**config.mk**
```make
export PLATFORM = sky130hd
export DESIGN_NAME = rtch_ctrl
export DESIGN_NICKNAME = d
export VERILOG_FILES = /design/src/sv/rtch_pkg.sv /design/src/sv/rtch_ctrl.sv
export SDC_FILE = /design/constraint.sdc
export NUM_CORES = 1
export LEC_CHECK = 0
export BUFFER_PORTS_ARGS = -buffer_cell sky130_fd_sc_hd__buf_2
export CORE_ASPECT_RATIO = 1.2
export CORE_UTILIZATION = 40
export CTS_CLUSTER_DIAMETER = 200
export CTS_CLUSTER_SIZE = 25
export DETAILED_ROUTE_END_ITERATION = 8
export GPL_TIMING_DRIVEN = 0
export PLACE_DENSITY = 0.7
export SKIP_CTS_REPAIR_TIMING = 1
export SLEW_MARGIN = 15
export SYNTH_ARGS = -nofsm -noshare
export SYNTH_HDL_FRONTEND = slang
export SYNTH_SLANG_ARGS = --single-unit
```
**constraint.sdc**
```tcl
create_clock -name clk_i -period 1.7 [get_ports clk_i]
set_input_delay 0.085 -clock clk_i [delete_from_list [all_inputs] [get_ports clk_i]]
set_output_delay 0.085 -clock clk_i [all_outputs]
set_load 0.02 [all_outputs]
```
**src/sv/rtch_pkg.sv**
```systemverilog
`timescale 1ns / 1ps
// ----------------------------------------------------------------------------
// rtch_pkg
// Shared types, the multiply sequence table and saturation helpers for the
// closest-hit ray/triangle block.
// ----------------------------------------------------------------------------
package rtch_pkg;

  localparam int NUM_STEPS      = 27;
  localparam int STEP_BITS      = 5;
  localparam int ACC_BITS       = 66;
  localparam int CFG_IDX_BITS   = 3;

  typedef logic [STEP_BITS-1:0] step_idx_t;

  localparam step_idx_t STEP_PRE_LAST   = 5'd8;
  localparam step_idx_t STEP_POST_FIRST = 5'd9;
  localparam step_idx_t STEP_POST_LAST  = 5'd26;

  // configuration register indexes
  localparam logic [CFG_IDX_BITS-1:0] CFG_ORIGIN_X = 3'd0;
  localparam logic [CFG_IDX_BITS-1:0] CFG_ORIGIN_Y = 3'd1;
  localparam logic [CFG_IDX_BITS-1:0] CFG_ORIGIN_Z = 3'd2;
  localparam logic [CFG_IDX_BITS-1:0] CFG_DIR_X    = 3'd3;
  localparam logic [CFG_IDX_BITS-1:0] CFG_DIR_Y    = 3'd4;
  localparam logic [CFG_IDX_BITS-1:0] CFG_DIR_Z    = 3'd5;
  localparam logic [CFG_IDX_BITS-1:0] CFG_MISS     = 3'd6;

  typedef enum logic [4:0] {
    OP_DX, OP_DY, OP_DZ,
    OP_E1X, OP_E1Y, OP_E1Z,
    OP_E2X, OP_E2Y, OP_E2Z,
    OP_SX, OP_SY, OP_SZ,
    OP_HX, OP_HY, OP_HZ,
    OP_QX, OP_QY, OP_QZ,
    OP_DA, OP_DB, OP_F
  } opsel_e;

  typedef enum logic [1:0] {
    ACC_FIRST,
    ACC_ADD,
    ACC_SUB
  } accop_e;

  typedef enum logic [3:0] {
    DST_HX, DST_HY, DST_HZ,
    DST_QX, DST_QY, DST_QZ,
    DST_DET, DST_DA, DST_DB,
    DST_U, DST_V, DST_T
  } dst_e;

  typedef struct packed {
    opsel_e a;
    opsel_e b;
    accop_e acc;
    logic   wr;
    dst_e   dst;
  } step_t;

  typedef struct packed {
    logic      load;
    logic      issue;
    step_idx_t step;
    logic      div_start;
    logic      judge;
    logic      emit;
  } cmd_t;

  typedef struct packed {
    logic det_zero;
    logic div_done;
    logic last;
    logic out_free;
  } sts_t;

  typedef enum logic [9:0] {
    S_IDLE  = 10'b0000000001,
    S_PRE   = 10'b0000000010,
    S_DWAIT = 10'b0000000100,
    S_DCHK  = 10'b0000001000,
    S_DIV   = 10'b0000010000,
    S_POST  = 10'b0000100000,
    S_PWAIT = 10'b0001000000,
    S_JUDGE = 10'b0010000000,
    S_FIN   = 10'b0100000000,
    S_HOLD  = 10'b1000000000
  } state_e;

  // h = dir x e2, det = e1.h, then s.h, q = s x e1, u, dir.q, e2.q, v, t
  function automatic step_t step_rom(input step_idx_t idx);
    step_t s;
    s = '{a: OP_DX, b: OP_DX, acc: ACC_FIRST, wr: 1'b0, dst: DST_HX};
    case (idx)
      5'd0:  s = '{OP_DY,  OP_E2Z, ACC_FIRST, 1'b0, DST_HX};
      5'd1:  s = '{OP_DZ,  OP_E2Y, ACC_SUB,   1'b1, DST_HX};
      5'd2:  s = '{OP_DZ,  OP_E2X, ACC_FIRST, 1'b0, DST_HY};
      5'd3:  s = '{OP_DX,  OP_E2Z, ACC_SUB,   1'b1, DST_HY};
      5'd4:  s = '{OP_DX,  OP_E2Y, ACC_FIRST, 1'b0, DST_HZ};
      5'd5:  s = '{OP_DY,  OP_E2X, ACC_SUB,   1'b1, DST_HZ};
      5'd6:  s = '{OP_E1X, OP_HX,  ACC_FIRST, 1'b0, DST_DET};
      5'd7:  s = '{OP_E1Y, OP_HY,  ACC_ADD,   1'b0, DST_DET};
      5'd8:  s = '{OP_E1Z, OP_HZ,  ACC_ADD,   1'b1, DST_DET};
      5'd9:  s = '{OP_SX,  OP_HX,  ACC_FIRST, 1'b0, DST_DA};
      5'd10: s = '{OP_SY,  OP_HY,  ACC_ADD,   1'b0, DST_DA};
      5'd11: s = '{OP_SZ,  OP_HZ,  ACC_ADD,   1'b1, DST_DA};
      5'd12: s = '{OP_SY,  OP_E1Z, ACC_FIRST, 1'b0, DST_QX};
      5'd13: s = '{OP_SZ,  OP_E1Y, ACC_SUB,   1'b1, DST_QX};
      5'd14: s = '{OP_SZ,  OP_E1X, ACC_FIRST, 1'b0, DST_QY};
      5'd15: s = '{OP_SX,  OP_E1Z, ACC_SUB,   1'b1, DST_QY};
      5'd16: s = '{OP_SX,  OP_E1Y, ACC_FIRST, 1'b0, DST_QZ};
      5'd17: s = '{OP_SY,  OP_E1X, ACC_SUB,   1'b1, DST_QZ};
      5'd18: s = '{OP_F,   OP_DA,  ACC_FIRST, 1'b1, DST_U};
      5'd19: s = '{OP_DX,  OP_QX,  ACC_FIRST, 1'b0, DST_DB};
      5'd20: s = '{OP_DY,  OP_QY,  ACC_ADD,   1'b0, DST_DB};
      5'd21: s = '{OP_DZ,  OP_QZ,  ACC_ADD,   1'b1, DST_DB};
      5'd22: s = '{OP_E2X, OP_QX,  ACC_FIRST, 1'b0, DST_DA};
      5'd23: s = '{OP_E2Y, OP_QY,  ACC_ADD,   1'b0, DST_DA};
      5'd24: s = '{OP_E2Z, OP_QZ,  ACC_ADD,   1'b1, DST_DA};
      5'd25: s = '{OP_F,   OP_DB,  ACC_FIRST, 1'b1, DST_V};
      5'd26: s = '{OP_F,   OP_DA,  ACC_FIRST, 1'b1, DST_T};
      default: s = '{OP_DX, OP_DX, ACC_FIRST, 1'b0, DST_HX};
    endcase
    return s;
  endfunction

  function automatic logic signed [31:0] sat_sub(input logic signed [31:0] a,
                                                 input logic signed [31:0] b);
    logic signed [32:0] d;
    d = 33'(a) - 33'(b);
    if (d[32] != d[31]) begin
      return d[32] ? 32'sh8000_0000 : 32'sh7fff_ffff;
    end
    return d[31:0];
  endfunction

  function automatic logic signed [31:0] sat_acc(input logic signed [ACC_BITS-1:0] x);
    logic hi_ones;
    logic hi_zeros;
    hi_ones  = &x[ACC_BITS-1:31];
    hi_zeros = ~|x[ACC_BITS-1:31];
    if (!(hi_ones || hi_zeros)) begin
      return x[ACC_BITS-1] ? 32'sh8000_0000 : 32'sh7fff_ffff;
    end
    return x[31:0];
  endfunction

endpackage

```
**src/sv/rtch_ctrl.sv**
```systemverilog
`timescale 1ns / 1ps
// ----------------------------------------------------------------------------
// rtch_ctrl
// Sequencer: steps the shared multiplier through the product list, starts the
// reciprocal, runs the hit test and hands a run's result to the output register.
// ----------------------------------------------------------------------------
module rtch_ctrl (
  input  logic           clk_i,
  input  logic           rst_ni,
  input  logic           in_valid_i,
  output logic           in_ready_o,
  output rtch_pkg::cmd_t cmd_o,
  input  rtch_pkg::sts_t sts_i
);

  rtch_pkg::state_e    state_q, state_d;
  rtch_pkg::step_idx_t cnt_q, cnt_d;

  always_comb begin
    state_d = state_q;
    cnt_d   = cnt_q;
    cmd_o   = '0;
    cmd_o.step = cnt_q;
    case (state_q)
      rtch_pkg::S_IDLE: begin
        if (in_valid_i) begin
          cmd_o.load = 1'b1;
          cnt_d      = '0;
          state_d    = rtch_pkg::S_PRE;
        end
      end
      rtch_pkg::S_PRE: begin
        cmd_o.issue = 1'b1;
        cnt_d       = cnt_q + 5'd1;
        if (cnt_q == rtch_pkg::STEP_PRE_LAST) begin
          state_d = rtch_pkg::S_DWAIT;
        end
      end
      rtch_pkg::S_DWAIT: state_d = rtch_pkg::S_DCHK;
      rtch_pkg::S_DCHK: begin
        if (sts_i.det_zero) begin
          state_d = rtch_pkg::S_FIN;
        end else begin
          cmd_o.div_start = 1'b1;
          state_d         = rtch_pkg::S_DIV;
        end
      end
      rtch_pkg::S_DIV: begin
        if (sts_i.div_done) begin
          cnt_d   = rtch_pkg::STEP_POST_FIRST;
          state_d = rtch_pkg::S_POST;
        end
      end
      rtch_pkg::S_POST: begin
        cmd_o.issue = 1'b1;
        cnt_d       = cnt_q + 5'd1;
        if (cnt_q == rtch_pkg::STEP_POST_LAST) begin
          state_d = rtch_pkg::S_PWAIT;
        end
      end
      rtch_pkg::S_PWAIT: state_d = rtch_pkg::S_JUDGE;
      rtch_pkg::S_JUDGE: begin
        cmd_o.judge = 1'b1;
        state_d     = rtch_pkg::S_FIN;
      end
      rtch_pkg::S_FIN: begin
        if (!sts_i.last) begin
          state_d = rtch_pkg::S_IDLE;
        end else begin
          state_d = rtch_pkg::S_HOLD;
        end
      end
      rtch_pkg::S_HOLD: begin
        // wait for the result register to drain
        if (sts_i.out_free) begin
          cmd_o.emit = 1'b1;
          state_d    = rtch_pkg::S_IDLE;
        end
      end
      default: state_d = rtch_pkg::S_IDLE;
    endcase
  end

  assign in_ready_o = (state_q == rtch_pkg::S_IDLE);

  always_ff @(posedge clk_i or negedge rst_ni) begin
    if (!rst_ni) begin
      state_q <= rtch_pkg::S_IDLE;
      cnt_q   <= '0;
    end else begin
      state_q <= state_d;
      cnt_q   <= cnt_d;
    end
  end

`ifndef SYNTHESIS
  a_issue_in_seq: assert property (@(posedge clk_i) disable iff (!rst_ni)
    cmd_o.issue |-> (state_q == rtch_pkg::S_PRE || state_q == rtch_pkg::S_POST))
    else $error("multiplier issued outside a product sequence");
  a_div_done_in_div: assert property (@(posedge clk_i) disable iff (!rst_ni)
    sts_i.div_done |-> (state_q == rtch_pkg::S_DIV))
    else $error("divider finished while not awaited");
  a_emit_then_idle: assert property (@(posedge clk_i) disable iff (!rst_ni)
    cmd_o.emit |=> (state_q == rtch_pkg::S_IDLE))
    else $error("no return to idle after result");
  a_load_starts_pre: assert property (@(posedge clk_i) disable iff (!rst_ni)
    cmd_o.load |=> (state_q == rtch_pkg::S_PRE && cnt_q == '0))
    else $error("accepted triangle did not start the product sequence");
`endif

endmodule

```
==> flow_metrics.py <==
metrics = {
    "critical_path": {
        "critical_path.max_stage_delay_ns": 0.43,
        "end_kind": "output port",
        "ff2ff_setup_slack_ns": -0.24,
        "worst-endpoint-arrival_ns": 1.95,
        "cp-start-kind": "flip-flop",
        "crit_family": "simple AND/OR/NAND/NOR gates",
        "r2r.worst_path.cells": 5,
        "cp_num_cells": 5,
        "timing.rr.end": "cnt_q[3]",
        "crit_chain": "nor4_4 > nand2_2 > or3_4 > nor3b_4 > buf_6",
        "cp-startpoint": "state_q[1]",
        "crit_buf_inv": 1,
        "crit_type": "reg2out",
        "crit_required_ns": 1.62,
        "critPathMaxFanout": 4,
        "critPathSlowestCell": "dfrtp_2",
        "r2r_start": "state_q[4]",
        "endpoint": "cmd_o[1]",
    },
    "hold_path": {
        "hold_class": "in2reg",
    },
    "floorplanning": {
        "rows": 19,
        "die_w_um": 46.8,
        "core-area_um2": 2280,
        "initial_core_util_pct": 42.3,
        "die_area_um2": 2610,
        "die_height_um": 55.8,
        "io-pin-count": 18,
    },
    "place": {
        "dpl_cell_area_um2": 1100,
        "gp_congestion": 0.806,
        "io_buffers": 17,
        "place_ws_ns": -0.320,
        "post-dp-hpwl_um": 1600,
    },
    "detailed_routing": {
        "drc": 0,
        "antenna_left": 0,
        "drt_first_pass_iters": 4,
        "via_per_inst": 5.73,
        "vias": 968,
        "routed_wl_um": 2670,
        "drt_iter0_drc": 18,
        "wire_per_inst_um": 15.8,
    },
    "timing": {
        "hold_ws_ns": 0.00277,
        "relSlewSlack_pct": 74.4,
        "rsz0062_at_grt": "yes",
        "fin_skew_ns": 0.00648,
        "worst_slack_ns": -0.334,
        "worst_slew_pin_slew_ns": 0.380,
        "fmax_ghz": 0.492,
        "maxSlewViolCount": 0,
        "setup_viol": 15,
        "fin_crit_sh_pct": 120,
        "finalHoldViolCount": 0,
        "period_minus_slack_ns": 2.03,
    },
    "grt": {
        "grt_pass1_wl_um": 3440,
        "antenna_found_initial": 0,
        "grt_max_degree": 16,
        "grt.total_usage_pct": 18.2,
        "overflow": 0,
        "grt_pass1_vias": 793,
    },
    "final_layout": {
        "syn_to_final_growth_pct": 53.7,
        "nets": 149,
        "mostFrequentLayoutCells": "buf_4, buf_2, dfrtp_1, dfrtp_2, nor2_1",
        "drive_gt1_share_pct": 55.1,
        "antenna_cells": 0,
        "layout_commonest_cell": "buf_4",
        "post-route-cell-area_um2": 1480,
    },
    "clock_tree": {
        "cts_buffer_depth": 2,
        "cts_tree": "yes",
        "clock_latency_ns": 0.29,
        "cts-buffers-inserted": 3,
        "cts.sink_count": 15,
        "clock-root-buffer": "clkbuf_4",
        "htreeDepth": 1,
        "path_clk_slew_ns": 0.09,
    },
    "yosys": {
        "synth-adder-area-share_pct": 3.89,
        "synth_top_family_by_area": "simple AND/OR/NAND/NOR gates",
        "synth_edf_count": 0,
        "avgSynthCellArea_um2": 9.95,
        "async_flop_share_pct": 100,
        "ys_ff_latch": 15,
        "synth_nets": 107,
        "synthMuxAreaShare_pct": 2.08,
        "synthesis.area_um2": 965,
        "syn_inst": 97,
        "synth-simple-area-share_pct": 34.6,
        "yosys_warnings": 0,
        "synth_compound_area_share_pct": 15.3,
        "synth_cell_type_count": 43,
        "synthFlopType": "dfrtp_1",
        "ys_seq_area_share_pct": 39.0,
        "synth_xor_xnor_area_share_pct": 2.72,
    },
    "power_and_ir_drop": {
        "p_leak_uw": 0.000641,
        "irDropWorstVdd_mv": 1.27,
        "power_density_nw_per_um2": 1480,
        "power_uw": 2200,
    },
    "job": {
        "cap_violations": 0,
    },
    "run_status": {
        "status": "complete, but fails checks",
        "violations": "negative setup slack",
    },
}
[cell usage after synthesis, drive strengths merged (2+ instances only)]
| cell type | number | area [µm²] |
|---|---|---|
| inv | 5 | 18.8 |
| nand4 | 3 | 18.8 |
| nand2 | 8 | 32.5 |
| o21ai | 4 | 20.0 |
| nor3b | 3 | 27.5 |
| nand4b | 3 | 26.3 |
| nor4 | 3 | 48.8 |
| ha | 3 | 37.5 |
| nor2 | 7 | 28.8 |
| nor4b | 4 | 35.0 |
| nor3 | 3 | 15.0 |
| dfrtp | 14 | 350 |
| xnor2 | 2 | 17.5 |
| o22ai | 2 | 12.5 |
| a22o | 2 | 17.5 |
| nand3 | 7 | 35.0 |
| mux2i | 2 | 20.0 |
[registers in the layout, summed over array words and instances (netlist names)]
name     cells
cnt_q        5
state_q     10
[cell type report]
class / instances / area (µm²)
Multi-Input combinational cell: 76 / 746
Sequential cell: 15 / 384
Clock buffer: 4 / 26.3
Timing Repair Buffer: 38 / 269
Fill cell: 189 / 800
Inverter: 5 / 18.8
Tap cell: 31 / 38.8
[worst min path at each step]
stage | from | endpoint | slack (ns) | depth (start not counted)
5_1_grt | sts_i[3] | state_q[4] | -0.01 | 2
3_5_place_dp | rst_ni | state_q[7] | 0.01 | 1
6_report | sts_i[3] | state_q[4] | 0.003 | 2
4_1_cts | rst_ni | state_q[7] | -0.30 | 1
3_3_place_gp | rst_ni | state_q[7] | 0.009 | 1
2_1_floorplan | rst_ni | cnt_q[0] | -0.21 | 0
[routing by layer]
metal  vias up  track usage (%)  part of all wire [%]
met5         -                0                     0
met4         0             8.16                   1.4
met3         5             2.92                   3.5
met2        32             29.6                    52
met1       478             22.6                    43
li1        453                -                     -
[metrics by stage]
stage | util, % | std cells | TNS (ns)
after floorplan | - | 97 | -0.0833
after global placement | 48.0 | 145 | -2.44
after detailed placement | 48.0 | 145 | -2.64
after CTS | 49.2 | 149 | -4.45
after global routing | 65.0 | 169 | -4.10
final | 65.0 | 169 | -2.76
[power breakdown]
part / total, µW / switching [µW] / internal, µW
clock network: 203 / 112 / 91.4
logic: 1440 / 702 / 736
registers: 560 / 121 / 439
[cells by family after synthesis]
group,Yosys count
compound gates,19
xor+xnor,3
fa+ha+maj,3
buf+inv,6
flops,15
mux,2
simple gates,49
(Power assumes the default switching activity.)
